[src/design/fcsg_pkg.sv]
`timescale 1ns / 1ps
// ----------------------------------------------------------------------------
// fcsg_pkg
// Shared widths, constants and controller/datapath interface types for the
// filled circle span generator.
// ----------------------------------------------------------------------------
package fcsg_pkg;

   localparam int COORD_WIDTH  = 12;
   localparam int SPAN_WIDTH   = COORD_WIDTH + 1;
   localparam int RADIUS_WIDTH = 4;
   localparam int MAX_RADIUS   = 15;
   localparam int OFFSET_WIDTH = 6;
   localparam int ERR_WIDTH    = 8;
   localparam int PHASE_WIDTH  = 2;

   // span phase codes, in emission order
   localparam logic [PHASE_WIDTH-1:0] PH_MAJOR_POS = 2'd0;
   localparam logic [PHASE_WIDTH-1:0] PH_MAJOR_NEG = 2'd1;
   localparam logic [PHASE_WIDTH-1:0] PH_MINOR_POS = 2'd2;
   localparam logic [PHASE_WIDTH-1:0] PH_MINOR_NEG = 2'd3;

   // controller to datapath
   typedef struct packed {
      logic load_circle;
      logic emit_span;
   } dp_cmd_type;

   // datapath to controller
   typedef struct packed {
      logic radius_zero;
      logic slot_free;
      logic final_span;
   } dp_status_type;

   // sign extension of an offset to span width
   function automatic logic [SPAN_WIDTH-1:0] off_to_span(input logic [OFFSET_WIDTH-1:0] v);
      return {{(SPAN_WIDTH-OFFSET_WIDTH){v[OFFSET_WIDTH-1]}}, v};
   endfunction

   // sign extension of a coordinate to span width
   function automatic logic [SPAN_WIDTH-1:0] coord_to_span(input logic [COORD_WIDTH-1:0] v);
      return {{(SPAN_WIDTH-COORD_WIDTH){v[COORD_WIDTH-1]}}, v};
   endfunction

   // sign extension of an offset to error working width
   function automatic logic [ERR_WIDTH:0] off_to_err(input logic [OFFSET_WIDTH-1:0] v);
      return {{(ERR_WIDTH+1-OFFSET_WIDTH){v[OFFSET_WIDTH-1]}}, v};
   endfunction

endpackage

[src/design/filled_circle_span_generator.sv]
`timescale 1ns / 1ps
// A transfer loads the recurrence registers; each span then enters the output register.
// Throughput: one span per cycle while the result side takes them; four spans per
// midpoint iteration, up to 40 spans for radius 15.
// The next circle is taken the cycle after the final span enters the output register;
// radius zero gives no spans and leaves the controller idle, ready for the next circle.
// Reset (synchronous, active high) returns the controller to idle and empties the output.
// ----------------------------------------------------------------------------
// filled_circle_span_generator
// Midpoint circle filled span generator: controller plus recurrence datapath.
// ----------------------------------------------------------------------------
module filled_circle_span_generator
   import fcsg_pkg::*;
(
   input  logic                          clock,
   input  logic                          reset,
   input  logic                          req_valid,
   output logic                          req_ready,
   input  logic signed [COORD_WIDTH-1:0] req_center_x,
   input  logic signed [COORD_WIDTH-1:0] req_center_y,
   input  logic [RADIUS_WIDTH-1:0]       req_radius,
   output logic                          rsp_valid,
   input  logic                          rsp_ready,
   output logic signed [SPAN_WIDTH-1:0]  rsp_span_x_start,
   output logic signed [SPAN_WIDTH-1:0]  rsp_span_x_end,
   output logic signed [SPAN_WIDTH-1:0]  rsp_span_row,
   output logic                          rsp_last_span
);

   dp_cmd_type    cmd;
   dp_status_type status;

   // sequencing
   fcsg_ctrl u_ctrl (
      .clock     (clock),
      .reset     (reset),
      .req_valid (req_valid),
      .req_ready (req_ready),
      .status    (status),
      .cmd       (cmd)
   );

   // recurrence and span output
   fcsg_datapath u_datapath (
      .clock            (clock),
      .reset            (reset),
      .req_center_x     (req_center_x),
      .req_center_y     (req_center_y),
      .req_radius       (req_radius),
      .cmd              (cmd),
      .status           (status),
      .rsp_ready        (rsp_ready),
      .rsp_valid        (rsp_valid),
      .rsp_span_x_start (rsp_span_x_start),
      .rsp_span_x_end   (rsp_span_x_end),
      .rsp_span_row     (rsp_span_row),
      .rsp_last_span    (rsp_last_span)
   );

endmodule

[src/design/fcsg_ctrl.sv]
`timescale 1ns / 1ps
// ----------------------------------------------------------------------------
// fcsg_ctrl
// Controller: accepts a circle when idle and steps the datapath through its
// spans, one per free output slot.
// ----------------------------------------------------------------------------
module fcsg_ctrl
   import fcsg_pkg::*;
(
   input  logic          clock,
   input  logic          reset,
   input  logic          req_valid,
   output logic          req_ready,
   input  dp_status_type status,
   output dp_cmd_type    cmd
);

   localparam logic ST_IDLE = 1'b0;
   localparam logic ST_RUN  = 1'b1;

   logic state_ff;
   logic state_in;

   // handshake and commands
   always_comb begin
      req_ready       = (state_ff == ST_IDLE);
      cmd.load_circle = req_valid && req_ready;
      cmd.emit_span   = (state_ff == ST_RUN) && status.slot_free;
   end

   // next state
   always_comb begin
      state_in = state_ff;
      unique case (state_ff)
         ST_IDLE: begin
            if (cmd.load_circle && !status.radius_zero) begin
               state_in = ST_RUN;
            end
         end
         ST_RUN: begin
            if (cmd.emit_span && status.final_span) begin
               state_in = ST_IDLE;
            end
         end
         default: state_in = ST_IDLE;
      endcase
   end

   always_ff @(posedge clock) begin
      if (reset) begin
         state_ff <= ST_IDLE;
      end else begin
         state_ff <= state_in;
      end
   end

   a_load_not_emit: assert property (@(posedge clock) disable iff (reset)
      cmd.load_circle |-> !cmd.emit_span)
      else $error("circle load and span emit in the same cycle");

   a_final_to_idle: assert property (@(posedge clock) disable iff (reset)
      (cmd.emit_span && status.final_span) |=> state_ff == ST_IDLE)
      else $error("controller did not return to idle after final span");

   a_zero_radius_idle: assert property (@(posedge clock) disable iff (reset)
      (cmd.load_circle && status.radius_zero) |=> state_ff == ST_IDLE)
      else $error("zero radius circle left the controller busy");

endmodule

[src/design/fcsg_datapath.sv]
`timescale 1ns / 1ps
// ----------------------------------------------------------------------------
// fcsg_datapath
// Datapath: midpoint recurrence registers, span formation and the output
// register of the result channel.
// ----------------------------------------------------------------------------
module fcsg_datapath
   import fcsg_pkg::*;
(
   input  logic                         clock,
   input  logic                         reset,
   input  logic signed [COORD_WIDTH-1:0] req_center_x,
   input  logic signed [COORD_WIDTH-1:0] req_center_y,
   input  logic [RADIUS_WIDTH-1:0]      req_radius,
   input  dp_cmd_type                   cmd,
   output dp_status_type                status,
   input  logic                         rsp_ready,
   output logic                         rsp_valid,
   output logic signed [SPAN_WIDTH-1:0] rsp_span_x_start,
   output logic signed [SPAN_WIDTH-1:0] rsp_span_x_end,
   output logic signed [SPAN_WIDTH-1:0] rsp_span_row,
   output logic                         rsp_last_span
);

   logic signed [OFFSET_WIDTH-1:0] dx_ff, dx_in;
   logic signed [OFFSET_WIDTH-1:0] dy_ff, dy_in;
   logic signed [ERR_WIDTH-1:0]    err_ff, err_in;
   logic [COORD_WIDTH-1:0]         cx_ff, cx_in;
   logic [COORD_WIDTH-1:0]         cy_ff, cy_in;
   logic [PHASE_WIDTH-1:0]         phase_ff, phase_in;

   logic                           rsp_valid_ff, rsp_valid_in;
   logic [SPAN_WIDTH-1:0]          xs_ff, xs_in;
   logic [SPAN_WIDTH-1:0]          xe_ff, xe_in;
   logic [SPAN_WIDTH-1:0]          row_ff, row_in;
   logic                           last_ff, last_in;

   logic [RADIUS_WIDTH-1:0]        r_sat;
   logic signed [OFFSET_WIDTH-1:0] dx_init;
   logic signed [ERR_WIDTH-1:0]    err_init;

   logic signed [OFFSET_WIDTH-1:0] dy_step, dx_step;
   logic signed [ERR_WIDTH:0]      e_mid, e_end;

   logic [OFFSET_WIDTH-1:0]        half_w, vert_off;
   logic [SPAN_WIDTH-1:0]          cx_w, cy_w, half_s, vert_s;
   logic                           slot_free;
   logic                           iter_end;

   // start values of the recurrence
   always_comb begin
      r_sat    = (req_radius > RADIUS_WIDTH'(MAX_RADIUS)) ? RADIUS_WIDTH'(MAX_RADIUS)
                                                          : req_radius;
      dx_init  = OFFSET_WIDTH'(r_sat) - OFFSET_WIDTH'(1);
      err_init = ERR_WIDTH'(0) - ERR_WIDTH'(r_sat) - ERR_WIDTH'(1);
   end

   // one midpoint iteration: step minor, then major
   always_comb begin
      dy_step = dy_ff;
      dx_step = dx_ff;
      e_mid   = off_to_err(OFFSET_WIDTH'(0)) + {err_ff[ERR_WIDTH-1], err_ff};
      if (e_mid <= 0) begin
         dy_step = dy_ff + OFFSET_WIDTH'(1);
         e_mid   = e_mid + (off_to_err(dy_step) <<< 1) + (ERR_WIDTH+1)'(1);
      end
      e_end = e_mid;
      if (e_mid > 0) begin
         dx_step = dx_ff - OFFSET_WIDTH'(1);
         e_end   = e_mid - (off_to_err(dx_step) <<< 1) - (ERR_WIDTH+1)'(1);
      end
   end

   // span formation for the current phase
   always_comb begin
      half_w   = phase_ff[1] ? dy_ff : dx_ff;
      vert_off = phase_ff[1] ? dx_ff : dy_ff;
      cx_w     = coord_to_span(cx_ff);
      cy_w     = coord_to_span(cy_ff);
      half_s   = off_to_span(half_w);
      vert_s   = off_to_span(vert_off);
      xs_in    = cx_w - half_s;
      xe_in    = cx_w + half_s;
      row_in   = phase_ff[0] ? (cy_w - vert_s) : (cy_w + vert_s);
      iter_end = (phase_ff == PH_MINOR_NEG);
      last_in  = iter_end && (dx_step < dy_step);
   end

   // status to controller
   always_comb begin
      slot_free          = !rsp_valid_ff || rsp_ready;
      status.slot_free   = slot_free;
      status.radius_zero = (r_sat == '0);
      status.final_span  = last_in;
   end

   // recurrence state update
   always_comb begin
      dx_in    = dx_ff;
      dy_in    = dy_ff;
      err_in   = err_ff;
      cx_in    = cx_ff;
      cy_in    = cy_ff;
      phase_in = phase_ff;
      priority if (cmd.load_circle) begin
         dx_in    = dx_init;
         dy_in    = '0;
         err_in   = err_init;
         cx_in    = req_center_x;
         cy_in    = req_center_y;
         phase_in = PH_MAJOR_POS;
      end else if (cmd.emit_span) begin
         phase_in = phase_ff + PHASE_WIDTH'(1);
         if (iter_end) begin
            dx_in  = dx_step;
            dy_in  = dy_step;
            err_in = e_end[ERR_WIDTH-1:0];
         end
      end
   end

   // output register valid
   always_comb begin
      rsp_valid_in = rsp_valid_ff;
      priority if (cmd.emit_span) begin
         rsp_valid_in = 1'b1;
      end else if (rsp_ready) begin
         rsp_valid_in = 1'b0;
      end
   end

   always_ff @(posedge clock) begin
      if (reset) begin
         dx_ff        <= '0;
         dy_ff        <= '0;
         err_ff       <= '0;
         cx_ff        <= '0;
         cy_ff        <= '0;
         phase_ff     <= PH_MAJOR_POS;
         rsp_valid_ff <= 1'b0;
      end else begin
         dx_ff        <= dx_in;
         dy_ff        <= dy_in;
         err_ff       <= err_in;
         cx_ff        <= cx_in;
         cy_ff        <= cy_in;
         phase_ff     <= phase_in;
         rsp_valid_ff <= rsp_valid_in;
      end
   end

   // output payload, loaded on each transfer into the slot
   always_ff @(posedge clock) begin
      if (cmd.emit_span) begin
         xs_ff   <= xs_in;
         xe_ff   <= xe_in;
         row_ff  <= row_in;
         last_ff <= last_in;
      end
   end

   assign rsp_valid        = rsp_valid_ff;
   assign rsp_span_x_start = xs_ff;
   assign rsp_span_x_end   = xe_ff;
   assign rsp_span_row     = row_ff;
   assign rsp_last_span    = last_ff;

   a_emit_needs_slot: assert property (@(posedge clock) disable iff (reset)
      cmd.emit_span |-> slot_free)
      else $error("span emitted into an occupied output slot");

   a_emit_sets_valid: assert property (@(posedge clock) disable iff (reset)
      cmd.emit_span |=> rsp_valid_ff)
      else $error("output slot not valid after span emit");

   a_hold_while_stalled: assert property (@(posedge clock) disable iff (reset)
      (rsp_valid_ff && !rsp_ready) |=>
         (rsp_valid_ff && $stable({xs_ff, xe_ff, row_ff, last_ff})))
      else $error("waiting span changed or dropped before its transfer");

endmodule
[config.mk]
export PLATFORM = sky130hd
export DESIGN_NAME = filled_circle_span_generator
export DESIGN_NICKNAME = d
export VERILOG_FILES = /design/src/design/fcsg_pkg.sv /design/src/design/filled_circle_span_generator.sv /design/src/design/fcsg_ctrl.sv /design/src/design/fcsg_datapath.sv
export SDC_FILE = /design/constraint.sdc
export NUM_CORES = 1
export LEC_CHECK = 0
export BUFFER_PORTS_ARGS = -buffer_cell sky130_fd_sc_hd__buf_2
export CORE_MARGIN = 1.5
export CORE_UTILIZATION = 45
export DETAILED_ROUTE_END_ITERATION = 10
export PLACE_DENSITY = 0.62
export SYNTH_ARGS = -nofsm -noshare
export SYNTH_HDL_FRONTEND = slang
export SYNTH_SLANG_ARGS = --single-unit
[constraint.sdc]
create_clock -name clock -period 5.4 [get_ports clock]
set_clock_uncertainty 0.1 [all_clocks]
set_input_delay 0.27 -clock clock [delete_from_list [all_inputs] [get_ports clock]]
set_output_delay 0.27 -clock clock [all_outputs]
set_load 0.02 [all_outputs]
==> impl_metrics.py <==
metrics = {
    "outcome": {
        "status": "completed",
    },
    "placement": {
        "hpwl_um": 11900,
        "portBuffers": 73,
        "place.gp.congestion": 0.883,
    },
    "die": {
        "dieArea_um2": 15000,
        "io_pins": 74,
        "rows": 43,
        "design.core.area_um2": 13900,
        "die_x_um": 122,
        "fp.dieH_um": 122,
        "start_util_pct": 46.3,
    },
    "grt": {
        "grtUsageTotal_pct": 21.6,
        "grt_pass1_vias": 5127,
        "grt_max_degree": 43,
        "antenna_found_initial": 0,
        "grt_pass1_wl_um": 25200,
        "grt-ovfl-total": 0,
    },
    "clock_tree": {
        "clockBufferDepth": 2,
        "cts_resized": 0,
        "cts_setup_buffers": 0,
        "root_buffer": "clkbuf_16",
        "numClockSinks": 87,
        "cts-buffers-inserted": 9,
        "cts_hold_buf": 0,
        "cts_tree": "yes",
        "clk_latency_ns": 0.35,
        "clk_pin_slew_ns": 0.06,
        "cts-htree-levels": 3,
    },
    "timing": {
        "relSlewSlack_pct": 39.3,
        "rsz0062_at_grt": "no",
        "setup_viol_count_final": 0,
        "period_minus_slack_ns": 4.50,
        "hold_viol": 0,
        "fin_crit_sh_pct": 83.3,
        "tns_ns": 0,
        "fmax_mhz": 222,
        "drv_slew": 0,
        "worstMarginPinSlew_ns": 0.910,
    },
    "yosys": {
        "synth_nets": 820,
        "synth-edff-count": 39,
        "yosysUniqueCellTypes": 72,
        "yosysSeqAreaShare_pct": 33.2,
        "synth_top_area_cell": "edfxtp_1",
        "synth-main-ff-cell": "dfxtp_1",
        "async_reset_ff_share_pct": 0,
        "synthCells": 722,
        "yosys_warnings": 0,
        "synth_top_area_share_pct": 18.2,
        "syn_area_per_cell_um2": 8.89,
        "ys_top_cells_by_area": "edfxtp_1 18%, dfxtp_1 15%, ha_1 12%",
        "ys_ff_latch": 87,
        "mappedNetlistArea_um2": 6420,
    },
    "routing": {
        "ant_nets": 0,
        "drt_iter0_drc": 340,
        "via_per_inst": 5.57,
        "routedWlPerCell_um": 16.4,
        "vias": 5368,
        "drc": 0,
        "routed_wl_um": 15800,
        "drt_pre_antenna_iters": 5,
    },
    "power": {
        "swShare_pct": 32.8,
        "power.share.clock_pct": 30.3,
        "fin_total_pwr_mw": 2.20,
        "pwr-share-seq_pct": 36.9,
        "leakagePower_nw": 3.00,
        "vdd_drop_max_uv": 140,
        "pwr-share-comb_pct": 32.9,
        "p_int_mw": 1.48,
        "powerDensity_nw_per_um2": 306,
        "switching_power_mw": 0.722,
    },
    "cells_and_area": {
        "syn_to_final_growth_pct": 12.0,
        "antenna_cells": 0,
        "fillers": 1311,
        "nets": 876,
        "multi_input_area_um2": 3950,
        "drive_gt1_share_pct": 15.2,
        "seqCellArea_um2": 2130,
    },
    "critical_path": {
        "critPathMaxStageDelay_ns": 0.55,
        "worst_path_most_repeated_cell": "ha_1",
        "critPathRequiredTime_ns": 5.53,
        "crit_fanout": 9,
        "path_class": "reg -> reg",
        "crit_chain": "ha_1 > nand3_1 > xnor2_1 > ha_1 > o21a_1 > o2bb2ai_1 > mux2i_1 > a41oi_4 > nand2_1 > xnor2_1 > ha_1 > and3_1 > a221o_1 > nor3b_1 > o21ai_0 > o31a_1",
        "worstPathArrival_ns": 4.63,
        "cp_slowest_cell": "dfxtp_1",
        "end_kind": "flop",
        "startpoint_type": "flop",
    },
    "run": {
        "max_cap_violations": 0,
    },
    "min_path": {
        "holdCritPathClass": "in -> reg",
    },
}
==> critical path, delay by kind of cell (launching register included) <==
family          cells  cell delay [ns]
compound gates      6             1.41
xor+xnor            2             0.38
fa+ha+maj           3             0.84
flops               1             0.55
mux                 1             0.43
simple gates        4             0.68
==> power groups by stage <==
stage               sequential (mW)  combinational, mW  clock (mW)
finish                        0.811              0.723       0.666
global route                  0.816              0.796       0.707
CTS                           0.811              0.722       0.680
detailed placement            0.825              0.717           0
global placement              0.822              0.700           0
floorplan                     0.850              0.523           0
==> state kept, by name, indices dropped and copies added, names as in the netlist <==
name	flops
u_datapath.rsp_span_x_start	12
u_datapath.cx_ff	12
u_datapath.cy_ff	12
u_datapath.rsp_span_row	13
u_datapath.err_ff	8
u_datapath.rsp_last_span	1
u_datapath.dx_ff	6
u_ctrl.state_ff	1
u_datapath.phase_ff	2
u_datapath.rsp_valid	1
u_datapath.rsp_span_x_end	13
u_datapath.dy_ff	6
==> layout by cell type (no fill, tap or decap), types with 9 or more instances in the layout <==
cell,n
a21o_1,11
a21oi_1,62
buf_2,73
clkbuf_16,9
dfxtp_1,48
edfxtp_1,39
ha_1,61
inv_1,44
mux2i_1,15
nand2_1,91
nand2b_1,9
nand3_1,12
nor2_1,48
nor2b_1,15
nor3_1,15
o21ai_0,26
xnor2_1,47
xor2_1,23
==> synth_stat cells (3+ instances only) <==
library cell / count
fa_1: 5
or3_1: 5
xnor2_1: 47
a211oi_1: 5
edfxtp_1: 39
nor3_1: 15
a21o_1: 11
nand3_1: 12
a31o_2: 4
and3_1: 7
nand2_1: 91
dfxtp_1: 48
o22ai_1: 5
nand2b_1: 9
a31oi_1: 7
or2_2: 5
nor2b_1: 16
clkbuf_1: 21
nor2_1: 48
buf_6: 5
o21bai_1: 8
inv_1: 44
mux2i_1: 15
xor2_1: 23
ha_1: 61
a221oi_1: 3
o41ai_1: 3
o21a_1: 7
a41oi_1: 3
o31a_1: 3
a2111oi_0: 3
buf_2: 3
a211o_1: 3
nor3b_1: 4
o21ai_0: 26
a21oi_1: 62
==> metrics by stage <==
stage / instance area [µm²] / util, % / worst slack, ns / instances / hold WS [ns]
5_1_grt: 7190 / 51.8 / 0.542 / 963 / 0.0566
2_1_floorplan: 6420 / - / 1.07 / 722 / 0.306
3_3_place_gp: 6880 / 49.6 / 1.05 / 947 / 0.345
6_report: 7190 / 51.8 / 0.901 / 963 / 0.0548
4_1_cts: 7190 / 51.8 / 0.920 / 963 / 0.0458
3_5_place_dp: 6880 / 49.6 / 0.954 / 947 / 0.354
==> cell families (layout without fill, tap and decap cells) <==
group / count (synthesis) / after routing / share of synthesized area (%)
and+or+nand+nor: 227 / 227 / 17.1
adders and majority gates: 66 / 66 / 13.4
buffers and inverters: 77 / 138 / 5.26
AOI/OAI and AO/OA: 178 / 178 / 18.7
DFF: 87 / 87 / 33.2
muxes: 17 / 17 / 2.69
xor gates and xnor gates: 70 / 70 / 9.55
==> metal layers <==
layer	vias up	global-route usage (%)	routed length, µm
li1	2656	-	-
met1	2574	27.6	7360
met2	120	36.7	7630
met4	0	8.07	257
met5	-	0	0
met3	18	3.49	578
==> path summary, 6_finish.rpt <==
| path | start | to | slack, ns | cells after the start |
|---|---|---|---|---|
| max reg2reg | u_datapath.dy_ff[0]$_SDFFE_PP0P_ | u_ctrl.state_ff$_SDFF_PP0_ | 0.90 | 16 |
| min reg2reg | u_datapath.cy_ff[9]$_SDFFE_PP0P_ | u_datapath.cy_ff[9]$_SDFFE_PP0P_ | 0.36 | 2 |
| max | u_datapath.dy_ff[0]$_SDFFE_PP0P_ | u_ctrl.state_ff$_SDFF_PP0_ | 0.90 | 16 |
| min | req_center_x[8] | u_datapath.cx_ff[8]$_SDFFE_PP0P_ | 0.05 | 3 |
==> layout make-up <==
class	instances	share of cell area, %
clock buffers	10	3.18
clock inverters	6	1.17
inverters	44	2.30
multi-input cells	558	55.0
flip-flops and latches	87	29.6
well taps	180	3.13
repair buffers	78	5.60
(Power assumes the default switching activity.)
